==> src/rtl/h2r_pkg.sv <==
`default_nettype none

package h2r_pkg;

    // Default number of fraction bits; 1 << FRAC_BITS stands for 1.0
    localparam int FRAC_BITS_DEFAULT = 15;

    // Width of every pixel field on the ports
    localparam int FIELD_W = 16;
    localparam logic [FIELD_W-1:0] FIELD_MAX = '1;

    // Register stages in each part and in total (start to done)
    localparam int LEVELS_DEPTH  = 3;
    localparam int CHANNEL_DEPTH = 3;
    localparam int LATENCY       = LEVELS_DEPTH + CHANNEL_DEPTH;

    typedef struct packed {
        logic [FIELD_W-1:0] hue;
        logic [FIELD_W-1:0] saturation;
        logic [FIELD_W-1:0] lightness;
    } hsl_t;

    typedef struct packed {
        logic [FIELD_W-1:0] red;
        logic [FIELD_W-1:0] green;
        logic [FIELD_W-1:0] blue;
    } rgb_t;

    // Segment of the channel curve picked by the offset hue
    typedef enum logic [1:0] {
        PIECE_RISE,
        PIECE_HIGH,
        PIECE_FALL,
        PIECE_LOW
    } piece_t;

endpackage

`default_nettype wire

==> src/rtl/h2r_levels.sv <==
`default_nettype none

// Input conditioning, helper level and per-channel offset hue.
// Three register stages: clamp, multiply, level offset / hue wrap.
module h2r_levels #(
    parameter int FRAC_BITS = h2r_pkg::FRAC_BITS_DEFAULT
) (
    input  wire logic                  clk,
    input  wire logic                  rst_n,
    input  wire logic                  in_valid,
    input  wire h2r_pkg::hsl_t         hsl,
    output logic                       out_valid,
    output logic [FRAC_BITS:0]         l_out,
    output logic [FRAC_BITS:0]         d_out,
    output logic [FRAC_BITS+1:0]       t3_red,
    output logic [FRAC_BITS+1:0]       t3_green,
    output logic [FRAC_BITS+1:0]       t3_blue
);

    localparam int VW = FRAC_BITS + 1;
    localparam int EW = (FRAC_BITS + 1 > h2r_pkg::FIELD_W) ? FRAC_BITS + 1 : h2r_pkg::FIELD_W;
    localparam int TW = FRAC_BITS + 2;
    localparam int SW = TW + 1;
    localparam int PW = 2 * VW;

    localparam logic [EW-1:0] ONE_E   = EW'(1) << FRAC_BITS;
    localparam logic [VW-1:0] ONE_V   = VW'(1) << FRAC_BITS;
    localparam logic [VW-1:0] HALF_V  = VW'(1) << (FRAC_BITS - 1);
    localparam logic [PW-1:0] ROUND_P = (PW'(1) << FRAC_BITS) - PW'(1);
    localparam logic [SW-1:0] ONE_S   = SW'(1) << FRAC_BITS;
    localparam logic [SW-1:0] TWO_S   = SW'(2) << FRAC_BITS;
    localparam logic [SW-1:0] FULL_S  = SW'(3) << FRAC_BITS;

    // ---- stage 1: clamp, hue mod one ----
    logic [EW-1:0]        hue_ext;
    logic [EW-1:0]        sat_ext;
    logic [EW-1:0]        lit_ext;
    logic [FRAC_BITS-1:0] h1_next;
    logic [VW-1:0]        s1_next;
    logic [VW-1:0]        l1_next;
    logic                 low1_next;

    logic                 v1_reg;
    logic [FRAC_BITS-1:0] h1_reg;
    logic [VW-1:0]        s1_reg;
    logic [VW-1:0]        l1_reg;
    logic                 low1_reg;

    always_comb
    begin
        hue_ext   = EW'(hsl.hue);
        sat_ext   = EW'(hsl.saturation);
        lit_ext   = EW'(hsl.lightness);
        h1_next   = hue_ext[FRAC_BITS-1:0];
        s1_next   = (sat_ext > ONE_E) ? ONE_V : sat_ext[VW-1:0];
        l1_next   = (lit_ext > ONE_E) ? ONE_V : lit_ext[VW-1:0];
        low1_next = (l1_next < HALF_V);
    end

    // ---- stage 2: l*s, 3*hue ----
    logic [PW-1:0] prod2_next;
    logic [TW-1:0] h3_2_next;

    logic          v2_reg;
    logic [PW-1:0] prod2_reg;
    logic [TW-1:0] h3_2_reg;
    logic [VW-1:0] s2_reg;
    logic [VW-1:0] l2_reg;
    logic          low2_reg;

    always_comb
    begin
        prod2_next = PW'(s1_reg) * PW'(l1_reg);
        h3_2_next  = TW'({h1_reg, 1'b0}) + TW'(h1_reg);
    end

    // ---- stage 3: d = hi - l, offset hues wrapped into [0, 3*one) ----
    logic [PW-1:0] prod_up;
    logic [VW-1:0] d3_next;
    logic [SW-1:0] sum_r;
    logic [SW-1:0] sum_b;
    logic [SW-1:0] wrap_r;
    logic [SW-1:0] wrap_b;

    logic          v3_reg;
    logic [VW-1:0] d3_reg;
    logic [VW-1:0] l3_reg;
    logic [TW-1:0] tr3_reg;
    logic [TW-1:0] tg3_reg;
    logic [TW-1:0] tb3_reg;

    always_comb
    begin
        prod_up = prod2_reg + ROUND_P;
        // upper half: hi = l + s - ceil(l*s); lower half: hi = l + floor(l*s)
        if (low2_reg)
        begin
            d3_next = prod2_reg[FRAC_BITS +: VW];
        end
        else
        begin
            d3_next = s2_reg - prod_up[FRAC_BITS +: VW];
        end
        sum_r  = SW'(h3_2_reg) + ONE_S;
        sum_b  = SW'(h3_2_reg) + TWO_S;
        wrap_r = (sum_r >= FULL_S) ? sum_r - FULL_S : sum_r;
        wrap_b = (sum_b >= FULL_S) ? sum_b - FULL_S : sum_b;
    end

    always_ff @(posedge clk or negedge rst_n)
    begin
        if (!rst_n)
        begin
            v1_reg <= 1'b0;
            v2_reg <= 1'b0;
            v3_reg <= 1'b0;
        end
        else
        begin
            v1_reg <= in_valid;
            v2_reg <= v1_reg;
            v3_reg <= v2_reg;
        end
    end

    always_ff @(posedge clk)
    begin
        h1_reg    <= h1_next;
        s1_reg    <= s1_next;
        l1_reg    <= l1_next;
        low1_reg  <= low1_next;
        prod2_reg <= prod2_next;
        h3_2_reg  <= h3_2_next;
        s2_reg    <= s1_reg;
        l2_reg    <= l1_reg;
        low2_reg  <= low1_reg;
        d3_reg    <= d3_next;
        l3_reg    <= l2_reg;
        tr3_reg   <= wrap_r[TW-1:0];
        tg3_reg   <= h3_2_reg;
        tb3_reg   <= wrap_b[TW-1:0];
    end

    assign out_valid = v3_reg;
    assign l_out     = l3_reg;
    assign d_out     = d3_reg;
    assign t3_red    = tr3_reg;
    assign t3_green  = tg3_reg;
    assign t3_blue   = tb3_reg;

endmodule

`default_nettype wire

==> src/rtl/h2r_channel.sv <==
`default_nettype none

// One color channel: piece select, ramp multiply, final add and saturate.
// Three register stages.
module h2r_channel #(
    parameter int FRAC_BITS = h2r_pkg::FRAC_BITS_DEFAULT
) (
    input  wire logic                           clk,
    input  wire logic                           rst_n,
    input  wire logic                           in_valid,
    input  wire logic [FRAC_BITS:0]             l_in,
    input  wire logic [FRAC_BITS:0]             d_in,
    input  wire logic [FRAC_BITS+1:0]           t3,
    output logic                                out_valid,
    output logic [h2r_pkg::FIELD_W-1:0]         level
);

    localparam int VW = FRAC_BITS + 1;
    localparam int TW = FRAC_BITS + 2;
    localparam int PW = 2 * VW;
    localparam int XW = (VW + 1 > h2r_pkg::FIELD_W + 1) ? VW + 1 : h2r_pkg::FIELD_W + 1;

    localparam logic [TW-1:0] HALF_T      = TW'(1) << (FRAC_BITS - 1);
    localparam logic [TW-1:0] THREEHALF_T = TW'(3) << (FRAC_BITS - 1);
    localparam logic [TW-1:0] TWO_T       = TW'(1) << (FRAC_BITS + 1);
    localparam logic [XW-1:0] ONE_X       = XW'(1) << FRAC_BITS;
    localparam logic [XW-1:0] FMAX_X      = XW'(h2r_pkg::FIELD_MAX);

    // ---- stage 1: levels and piece ----
    logic [VW:0]           hi_sum;
    logic [VW:0]           lo_dif;
    logic [TW-1:0]         fall_dist;
    h2r_pkg::piece_t       piece1_next;
    logic [VW-1:0]         factor1_next;

    logic                  v1_reg;
    h2r_pkg::piece_t       piece1_reg;
    logic [VW-1:0]         factor1_reg;
    logic [VW-1:0]         span1_reg;
    logic [VW-1:0]         hi1_reg;
    logic [VW-1:0]         lo1_reg;

    always_comb
    begin
        hi_sum    = (VW + 1)'(l_in) + (VW + 1)'(d_in);
        lo_dif    = (VW + 1)'(l_in) - (VW + 1)'(d_in);
        fall_dist = TWO_T - t3;
        priority if (t3 < HALF_T)
        begin
            piece1_next  = h2r_pkg::PIECE_RISE;
            factor1_next = VW'({t3, 1'b0});
        end
        else if (t3 < THREEHALF_T)
        begin
            piece1_next  = h2r_pkg::PIECE_HIGH;
            factor1_next = '0;
        end
        else if (t3 < TWO_T)
        begin
            piece1_next  = h2r_pkg::PIECE_FALL;
            factor1_next = VW'({fall_dist, 1'b0});
        end
        else
        begin
            piece1_next  = h2r_pkg::PIECE_LOW;
            factor1_next = '0;
        end
    end

    // ---- stage 2: ramp = span * factor, floored ----
    logic [PW-1:0]         prod2;
    logic                  v2_reg;
    h2r_pkg::piece_t       piece2_reg;
    logic [VW-1:0]         ramp2_reg;
    logic [VW-1:0]         hi2_reg;
    logic [VW-1:0]         lo2_reg;

    assign prod2 = PW'(span1_reg) * PW'(factor1_reg);

    // ---- stage 3: pick, add, saturate ----
    logic [VW:0]                   pick;
    logic [XW-1:0]                 pick_x;
    logic [XW-1:0]                 sat_x;
    logic                          v3_reg;
    logic [h2r_pkg::FIELD_W-1:0]   level3_reg;

    always_comb
    begin
        unique case (piece2_reg)
            h2r_pkg::PIECE_RISE,
            h2r_pkg::PIECE_FALL: pick = (VW + 1)'(lo2_reg) + (VW + 1)'(ramp2_reg);
            h2r_pkg::PIECE_HIGH: pick = (VW + 1)'(hi2_reg);
            h2r_pkg::PIECE_LOW:  pick = (VW + 1)'(lo2_reg);
            default:             pick = (VW + 1)'(lo2_reg);
        endcase
        pick_x = XW'(pick);
        sat_x  = (pick_x > ONE_X) ? ONE_X : pick_x;
        if (sat_x > FMAX_X)
        begin
            sat_x = FMAX_X;
        end
    end

    always_ff @(posedge clk or negedge rst_n)
    begin
        if (!rst_n)
        begin
            v1_reg <= 1'b0;
            v2_reg <= 1'b0;
            v3_reg <= 1'b0;
        end
        else
        begin
            v1_reg <= in_valid;
            v2_reg <= v1_reg;
            v3_reg <= v2_reg;
        end
    end

    always_ff @(posedge clk)
    begin
        piece1_reg  <= piece1_next;
        factor1_reg <= factor1_next;
        span1_reg   <= {d_in[VW-2:0], 1'b0};
        hi1_reg     <= hi_sum[VW-1:0];
        lo1_reg     <= lo_dif[VW-1:0];
        piece2_reg  <= piece1_reg;
        ramp2_reg   <= prod2[FRAC_BITS +: VW];
        hi2_reg     <= hi1_reg;
        lo2_reg     <= lo1_reg;
        level3_reg  <= sat_x[h2r_pkg::FIELD_W-1:0];
    end

    assign out_valid = v3_reg;
    assign level     = level3_reg;

endmodule

`default_nettype wire

==> src/rtl/hsl_to_rgb_convert_unit.sv <==
`default_nettype none

// Channel   | Ports                    | Transaction
// ----------+--------------------------+--------------------------------------
// pixel in  | start, busy, hsl         | taken at a clock edge with start & !busy
// color out | done, rgb                | rgb valid for the one cycle done is high
//
// Fully pipelined: one pixel can enter every cycle, busy is always low.
// Latency runs from the accepting edge to the done cycle through three
// stages in h2r_levels (clamp, l*s multiply, level offset and hue wrap) and
// three in each h2r_channel (piece select, ramp multiply, add and saturate).
// Throughput is one pixel per clock.
// Reset clears only the valid bits; payload registers are not reset.
// There is no output backpressure, so nothing ever stalls.
module hsl_to_rgb_convert_unit #(
    parameter int FRAC_BITS = h2r_pkg::FRAC_BITS_DEFAULT
) (
    input  wire logic           clk,
    input  wire logic           rst_n,
    input  wire logic           start,
    output logic                busy,
    input  wire h2r_pkg::hsl_t  hsl,
    output logic                done,
    output h2r_pkg::rgb_t       rgb
);

    localparam int LAT = h2r_pkg::LATENCY;

    // Helper levels shared by all three channels, and one offset hue per channel
    logic                   lv_valid;
    logic [FRAC_BITS:0]     lv_l;
    logic [FRAC_BITS:0]     lv_d;
    logic [FRAC_BITS+1:0]   lv_t3_red;
    logic [FRAC_BITS+1:0]   lv_t3_green;
    logic [FRAC_BITS+1:0]   lv_t3_blue;

    // Per-channel results; the three valid flags march in lockstep
    logic                          red_valid;
    logic                          green_valid;
    logic                          blue_valid;
    logic [h2r_pkg::FIELD_W-1:0]   red_level;
    logic [h2r_pkg::FIELD_W-1:0]   green_level;
    logic [h2r_pkg::FIELD_W-1:0]   blue_level;

    // Never stalls: every start is taken
    assign busy = 1'b0;

    h2r_levels #(
        .FRAC_BITS (FRAC_BITS)
    ) u_levels (
        .clk       (clk),
        .rst_n     (rst_n),
        .in_valid  (start),
        .hsl       (hsl),
        .out_valid (lv_valid),
        .l_out     (lv_l),
        .d_out     (lv_d),
        .t3_red    (lv_t3_red),
        .t3_green  (lv_t3_green),
        .t3_blue   (lv_t3_blue)
    );

    // Red sees hue + 1/3 turn, green the hue, blue hue - 1/3 turn
    h2r_channel #(
        .FRAC_BITS (FRAC_BITS)
    ) u_red (
        .clk       (clk),
        .rst_n     (rst_n),
        .in_valid  (lv_valid),
        .l_in      (lv_l),
        .d_in      (lv_d),
        .t3        (lv_t3_red),
        .out_valid (red_valid),
        .level     (red_level)
    );

    h2r_channel #(
        .FRAC_BITS (FRAC_BITS)
    ) u_green (
        .clk       (clk),
        .rst_n     (rst_n),
        .in_valid  (lv_valid),
        .l_in      (lv_l),
        .d_in      (lv_d),
        .t3        (lv_t3_green),
        .out_valid (green_valid),
        .level     (green_level)
    );

    h2r_channel #(
        .FRAC_BITS (FRAC_BITS)
    ) u_blue (
        .clk       (clk),
        .rst_n     (rst_n),
        .in_valid  (lv_valid),
        .l_in      (lv_l),
        .d_in      (lv_d),
        .t3        (lv_t3_blue),
        .out_valid (blue_valid),
        .level     (blue_level)
    );

    assign done      = red_valid;
    assign rgb.red   = red_level;
    assign rgb.green = green_level;
    assign rgb.blue  = blue_level;

    // The three channel pipelines must stay aligned
    a_lanes_aligned: assert property (@(posedge clk) disable iff (!rst_n)
        (red_valid == green_valid) && (green_valid == blue_valid))
        else $error("channel valid flags out of step");

    // Every accepted pixel comes out on done once it has passed the whole pipeline
    a_latency: assert property (@(posedge clk) disable iff (!rst_n)
        start |-> ##LAT done)
        else $error("result missing at expected latency");

    // No result without a matching start
    a_no_spurious: assert property (@(posedge clk) disable iff (!rst_n)
        done |-> $past(start, LAT))
        else $error("result with no matching transaction");

    // Zero saturation gives grey
    a_grey: assert property (@(posedge clk) disable iff (!rst_n)
        (start && (hsl.saturation == '0)) |->
            ##LAT ((rgb.red == rgb.green) && (rgb.green == rgb.blue)))
        else $error("zero saturation did not give grey");

endmodule

`default_nettype wire
==> config.mk <==
export PLATFORM = sky130hd
export DESIGN_NAME = hsl_to_rgb_convert_unit
export DESIGN_NICKNAME = d
export VERILOG_FILES = /design/src/rtl/h2r_pkg.sv /design/src/rtl/h2r_levels.sv /design/src/rtl/h2r_channel.sv /design/src/rtl/hsl_to_rgb_convert_unit.sv
export SDC_FILE = /design/constraint.sdc
export NUM_CORES = 2
export LEC_CHECK = 0
export BUFFER_PORTS_ARGS = -buffer_cell sky130_fd_sc_hd__buf_2
export CAP_MARGIN = 20
export CORE_ASPECT_RATIO = 1.2
export CORE_MARGIN = 2
export CORE_UTILIZATION = 55
export CTS_CLUSTER_SIZE = 10
export DETAILED_ROUTE_END_ITERATION = 8
export GPL_TIMING_DRIVEN = 0
export PLACE_DENSITY = 0.71
export SLEW_MARGIN = 20
export SYNTH_ARGS = -nofsm -noshare
export SYNTH_HDL_FRONTEND = slang
export SYNTH_SLANG_ARGS = --single-unit
==> constraint.sdc <==
create_clock -name clk -period 8.32 [get_ports clk]
set_clock_uncertainty 0.1 [all_clocks]
set_input_delay 0 -clock clk [delete_from_list [all_inputs] [get_ports clk]]
set_output_delay 0 -clock clk [all_outputs]
set_load 0.01 [all_outputs]
After elaboration in Yosys (flattened, before gate mapping) --
Cells that the tools add are included.
Operators by class: add/subtract/negate cells 15, $mul 4, magnitude comparators 20, equality and inequality tests 9, mux-type cells 25, reductions and logical operators 9
Operators with widths (number):
- 2-to-1 mux 16 bit | 11
- case mux 17 bit (3 select lines) | 3
- > comparator 17 x 16 -> 1 bit, second input constant | 6
- multiplier 15 x 16 -> 30 bit | 3
- 2-to-1 mux 17 bit | 5
- adder 16 x 16 -> 17 bit | 3
- < comparator 17 x 15 -> 1 bit, second input constant | 3
- < comparator 17 x 16 -> 1 bit, second input constant | 3
- < comparator 17 bit, second input constant | 3
- subtractor 1 x 15 -> 15 bit, first input constant | 3
- greater-or-equal comparator 18 x 17 -> 1 bit, second input constant | 2
- subtractor 17 bit, second input constant | 2
- > comparator 16 bit, second input constant | 2
- subtractor 16 bit | 2
- adder 31 x 15 -> 31 bit, second input constant | 1
- multiplier 16 x 16 -> 31 bit | 1
- adder 17 x 16 -> 18 bit, second input constant | 1
- adder 17 x 17 -> 18 bit, second input constant | 1
- adder 16 x 15 -> 17 bit | 1
- adder 16 bit | 1
- < comparator 16 x 15 -> 1 bit, second input constant | 1
- equality test 2 bit, second input constant | 6
- OR reduction 2 bit | 6
- equality test 2 x 1 -> 1 bit, second input constant | 3
- other kinds (2) | 9
Storage, ports and cells: register bits after elaboration 453, input bits 51, output and inout port bits 50, logic and storage cells 128

Longest topological paths before layout --
word-level depth 6, depth in mapped cells 25, mapped depth without buffers 23

Hierarchy --
Synthesis repeated with hierarchy kept, for this count alone.
Unflattened totals: cell total of the unflattened synthesis 5631, area, all modules 52454.1 µm²
Modules (own cells, without submodules):
- h2r_levels | instances 1, cells an instance 1539, area an instance 14722.9 µm², sequential area each 3718.6 µm²
- h2r_channel (u_blue) | instances 1, cells an instance 1383, area an instance 12614.6 µm², sequential area each 2637.5 µm²
- h2r_channel (u_red) | instances 1, cells an instance 1365, area an instance 12588.3 µm², sequential area each 2637.5 µm²
- h2r_channel (u_green) | instances 1, cells an instance 1342, area an instance 12517.0 µm², sequential area each 2637.5 µm²
- hsl_to_rgb_convert_unit | instances 1, cells an instance 2, area an instance 11.3 µm², sequential area each 0.0 µm²

Worst setup path after synthesis --
OpenSTA, ideal clock, no wires.
kind register to register, from register u_levels.l1_reg[1], to register u_levels.prod2_reg[29], library setup time 60 ps, arrival 6222 ps, required time 8160 ps, setup slack 1938 ps, cell stages (with the launch flop) 24, buffers on the path 1, period minus slack after synthesis 6382 ps, path through dfxtp_1 clkbuf_1 nand2_1 fa_1 fa_1 inv_1 fa_1 inv_1 fa_1 inv_1 fa_1 inv_1 fa_1 inv_1 ha_1 nand4_1 nor2_1 a21oi_1 nor3b_1 o32a_1 a2111oi_0 nor2_1 nor4b_1 a311o_1
On the way: word-level cells in the longest chain between the ends 1
RTL lines:
- start, declared | RTL line h2r_levels.sv:46 | logic [VW-1:0] l1_reg;
- start signal, assigned | RTL line h2r_levels.sv:130 | l1_reg <= l1_next;
- multiplier 16 x 16 -> 31 bit | RTL line h2r_levels.sv:73 | prod2_next = PW'(s1_reg) * PW'(l1_reg);
- net u_levels.prod2_next[29] | RTL line h2r_levels.sv:61 | logic [PW-1:0] prod2_next;
- end signal, assigned | RTL line h2r_levels.sv:132 | prod2_reg <= prod2_next;
- end, declared | RTL line h2r_levels.sv:65 | logic [PW-1:0] prod2_reg;
The timed path passes the listed nets, and every way through them passes these cells. A chain may end at the register's enable or synchronous reset.

Worst setup path after layout --
from register u_levels.s1_reg[10], to register u_levels.prod2_reg[29]
On the way: word-level cells in the longest chain between the ends 1
RTL lines:
- start, declared | RTL line h2r_levels.sv:45 | logic [VW-1:0] s1_reg;
- start signal, assigned | RTL line h2r_levels.sv:129 | s1_reg <= s1_next;
- multiplier 16 x 16 -> 31 bit | RTL line h2r_levels.sv:73
- net u_levels.prod2_next[29] | RTL line h2r_levels.sv:61
The timed path passes the listed nets, and every way through them passes these cells.

==> flow_metrics.tcl <==
set metrics [dict create \
    outcome "completed" \
    ir_drop_mv 0.370 \
    cts_made_buffers 51 \
    ant_nets 0 \
    rsz0062_at_grt "no" \
    avgViaCountPerCell 5.57 \
    port-buffer-count 97 \
    final_common_cell "inv_1" \
    cts_tree "yes" \
    rows 115 \
    cts_setup_buffers 0 \
    holdWs_ns 0.0446 \
    syn_to_final_growth_pct 9.11 \
    ctsResizeCount 0 \
    cts_buffer_depth 3 \
    ff2ff_setup_slack_ns 0.35 \
    fp.coreArea_um2 81900 \
    routedWlPerCell_um 20.0 \
    drc 0 \
    final_layout_size_suffix_gt1_share_pct 3.97 \
    antenna_found_initial 8 \
    worstPathArrival_ns 8.45 \
    p_leak_nw 24.5 \
    synth_cell_types 71 \
    drt-pass1-iter-count 6 \
    fmax_ghz 0.125 \
    reg2reg_from "u_levels.s1_reg[10]" \
    worst_setup_path_end_kind "flop" \
    synth-seq-cells 418 \
    whs_path_depth 2 \
    die-area_um2 84700 \
    yosysWarnings 0 \
    mostFrequentLayoutCells "inv_1, fa_1, nand2_1" \
    start_util_pct 55.4 \
    routed_wl_um 125000 \
    synth_edf_count 0 \
    fill_cells 6985 \
    worstSkewPairLatency_ns 0.64 \
    async_flop_share_pct 1.44 \
    critPathLaunch "u_levels.s1_reg[10]" \
    synth_top_cell_by_area "fa_1" \
    tns_ns 0 \
    dr_total_vias 34600 \
    pin_count 101 \
    reg2reg_depth 23 \
    ctsRootBufferMaster "clkbuf_16" \
    drv_cap 0 \
    power_density_nw_per_um2 397 \
    min_period_ns 7.97 \
    required_ns 8.80 \
    worst_slew_pin_slew_ns 1.12 \
    cts.clk_slew.worst_paths_ns 0.06 \
    holdPathEnd "u_levels.h1_reg[6]" \
    path_max_fanout 10 \
    grt_usage_pct 29.9 \
    gp_congestion 1.05 \
    hpwl_um 101000 \
    path_class "reg2reg" \
    htree_levels 2 \
    relSlewSlack_pct 23.3 \
    grt_overflow_total 0 \
    cts.sinks 418 \
    finalMaxSlewViolations 0 \
    grt_max_degree 17 \
    yosysSeqAreaShare_pct 18.5 \
    largest_reg_flops 31 \
    synthesis.area_um2 45300 \
    hold_path.class "in2reg" \
    setup_viol_count_final 0 \
    nNetsFinal 6366 \
    grt_pass1_vias 36300 \
    min_from "hsl[38]" \
    synthTopCellsByArea "fa_1, dfxtp_1, ha_1" \
    finalHoldViolCount 0 \
    syn_inst 4917 \
    synth.top_cell.area_share_pct 30.7 \
    timing.final.crit_share_pct 95.8 \
    grt_pass1_wl_um 195000 \
    syn_avg_cell_area_um2 9.22 \
    r2r_end "u_levels.prod2_reg[29]" \
    die_h_um 318 \
    synthFlopType "dfxtp_1" \
    synth_nets 6138 \
    die_w_um 266 \
    drt_iter0_drc 1878 \
    start_kind "flop" \
]
repair_timing:
item | CTS | global route
endpoints found under the setup margin | 0 | 0
hold buffers | 78 | 0
hold endpoints to repair | 55 | 0
metal layers:
metal	global-route usage, %	routed length [um]	share of wire (%)
met1	34.1	45600	37
met2	52.8	62100	50
met3	4.23	7740	6.2
met4	18.7	9260	7.4
met5	0	0	0
cells by family (layout without fill, tap and decap cells):
group           Yosys count  after routing  share of synthesized area, %
fa+ha+maj              1170           1170                          43.8
xor+xnor                167            167                          3.23
compound gates          504            504                          7.33
buf+inv                1088           1332                          9.03
flops                   418            418                          18.5
other cells               1              9                       0.00827
mux                      51             51                          1.17
simple gates           1518           1518                          16.9
how the worst max path moves through the flow:
stage	to	slack (ns)
6_report	u_levels.prod2_reg[29]	0.35
5_1_grt	u_levels.prod2_reg[29]	0.06
3_5_place_dp	u_levels.prod2_reg[29]	0.37
4_1_cts	u_levels.prod2_reg[29]	0.39
2_1_floorplan	u_levels.prod2_reg[29]	1.94
3_3_place_gp	u_levels.prod2_reg[29]	0.43
worst max-delay path: stages (launching register included):
cell	delay, ns
dfxtp_1	0.57
clkbuf_1	0.60
nand2_1	0.17
fa_1	0.54
fa_1	0.55
inv_1	0.05
fa_1	0.49
inv_1	0.05
fa_1	0.52
inv_1	0.05
fa_1	0.51
inv_1	0.06
fa_1	0.47
inv_1	0.04
ha_1	0.36
nand4_1	0.19
nor2_1	0.08
a21oi_1	0.26
nor3b_1	0.14
o32a_1	0.45
a2111oi_0	0.98
nor2_1	0.20
nor4b_1	0.31
a311o_1	0.17
layout make-up:
cell class / instances / area [um2] / area share [%]
diodes: 8 / 20.0 / 0.0405
plain buffers: 206 / 783 / 1.58
clock buffers: 61 / 1390 / 2.82
clock inverters: 8 / 125 / 0.253
inverters: 882 / 3310 / 6.70
multi-input cells: 3411 / 32800 / 66.4
flip-flops and latches: 418 / 8400 / 17.0
well taps: 1053 / 1320 / 2.66
repair buffers: 175 / 1270 / 2.56
synth_stat cells (6+ instances only):
| cell type | number |
|---|---|
| o211ai_1 | 20 |
| nor2b_1 | 58 |
| nand3_1 | 39 |
| xnor2_1 | 119 |
| a21o_1 | 38 |
| mux2_2 | 16 |
| mux2i_1 | 35 |
| or3_4 | 6 |
| o21bai_1 | 18 |
| nand2_1 | 520 |
| o21ai_0 | 103 |
| o21a_1 | 31 |
| and2_1 | 507 |
| inv_1 | 881 |
| ha_1 | 475 |
| nor3b_1 | 7 |
| a41oi_1 | 7 |
| or2_2 | 11 |
| dfxtp_1 | 412 |
| and3_1 | 19 |
| a31oi_1 | 10 |
| xor2_1 | 48 |
| dfrtp_1 | 6 |
| clkbuf_1 | 199 |
| o31ai_1 | 40 |
| nor2_1 | 197 |
| a211o_1 | 16 |
| fa_1 | 695 |
| nand2b_1 | 29 |
| a21oi_1 | 121 |
| a211oi_1 | 34 |
| or3_1 | 21 |
| nand4_1 | 16 |
| nor4_1 | 22 |
| nor3_1 | 54 |
metrics by stage:
stage               std cells  util (%)  cell area, um2  total power (W)  worst slack (ns)
floorplan                4917         -           45300           0.0128              1.94
global placement         6067      57.6           47100           0.0172             0.429
detailed placement       6067      57.6           47100           0.0174             0.369
CTS                      6214      60.4           49400           0.0197             0.392
global route             6219      60.4           49400           0.0214            0.0635
finish                   6222      60.4           49400           0.0196             0.347
power by group:
group	switching (W)	internal [W]
combinational	0.00867	0.00546
clock	0.000870	0.00118
sequential	0.000710	0.00275
Power figures use the tool's default switching activity.
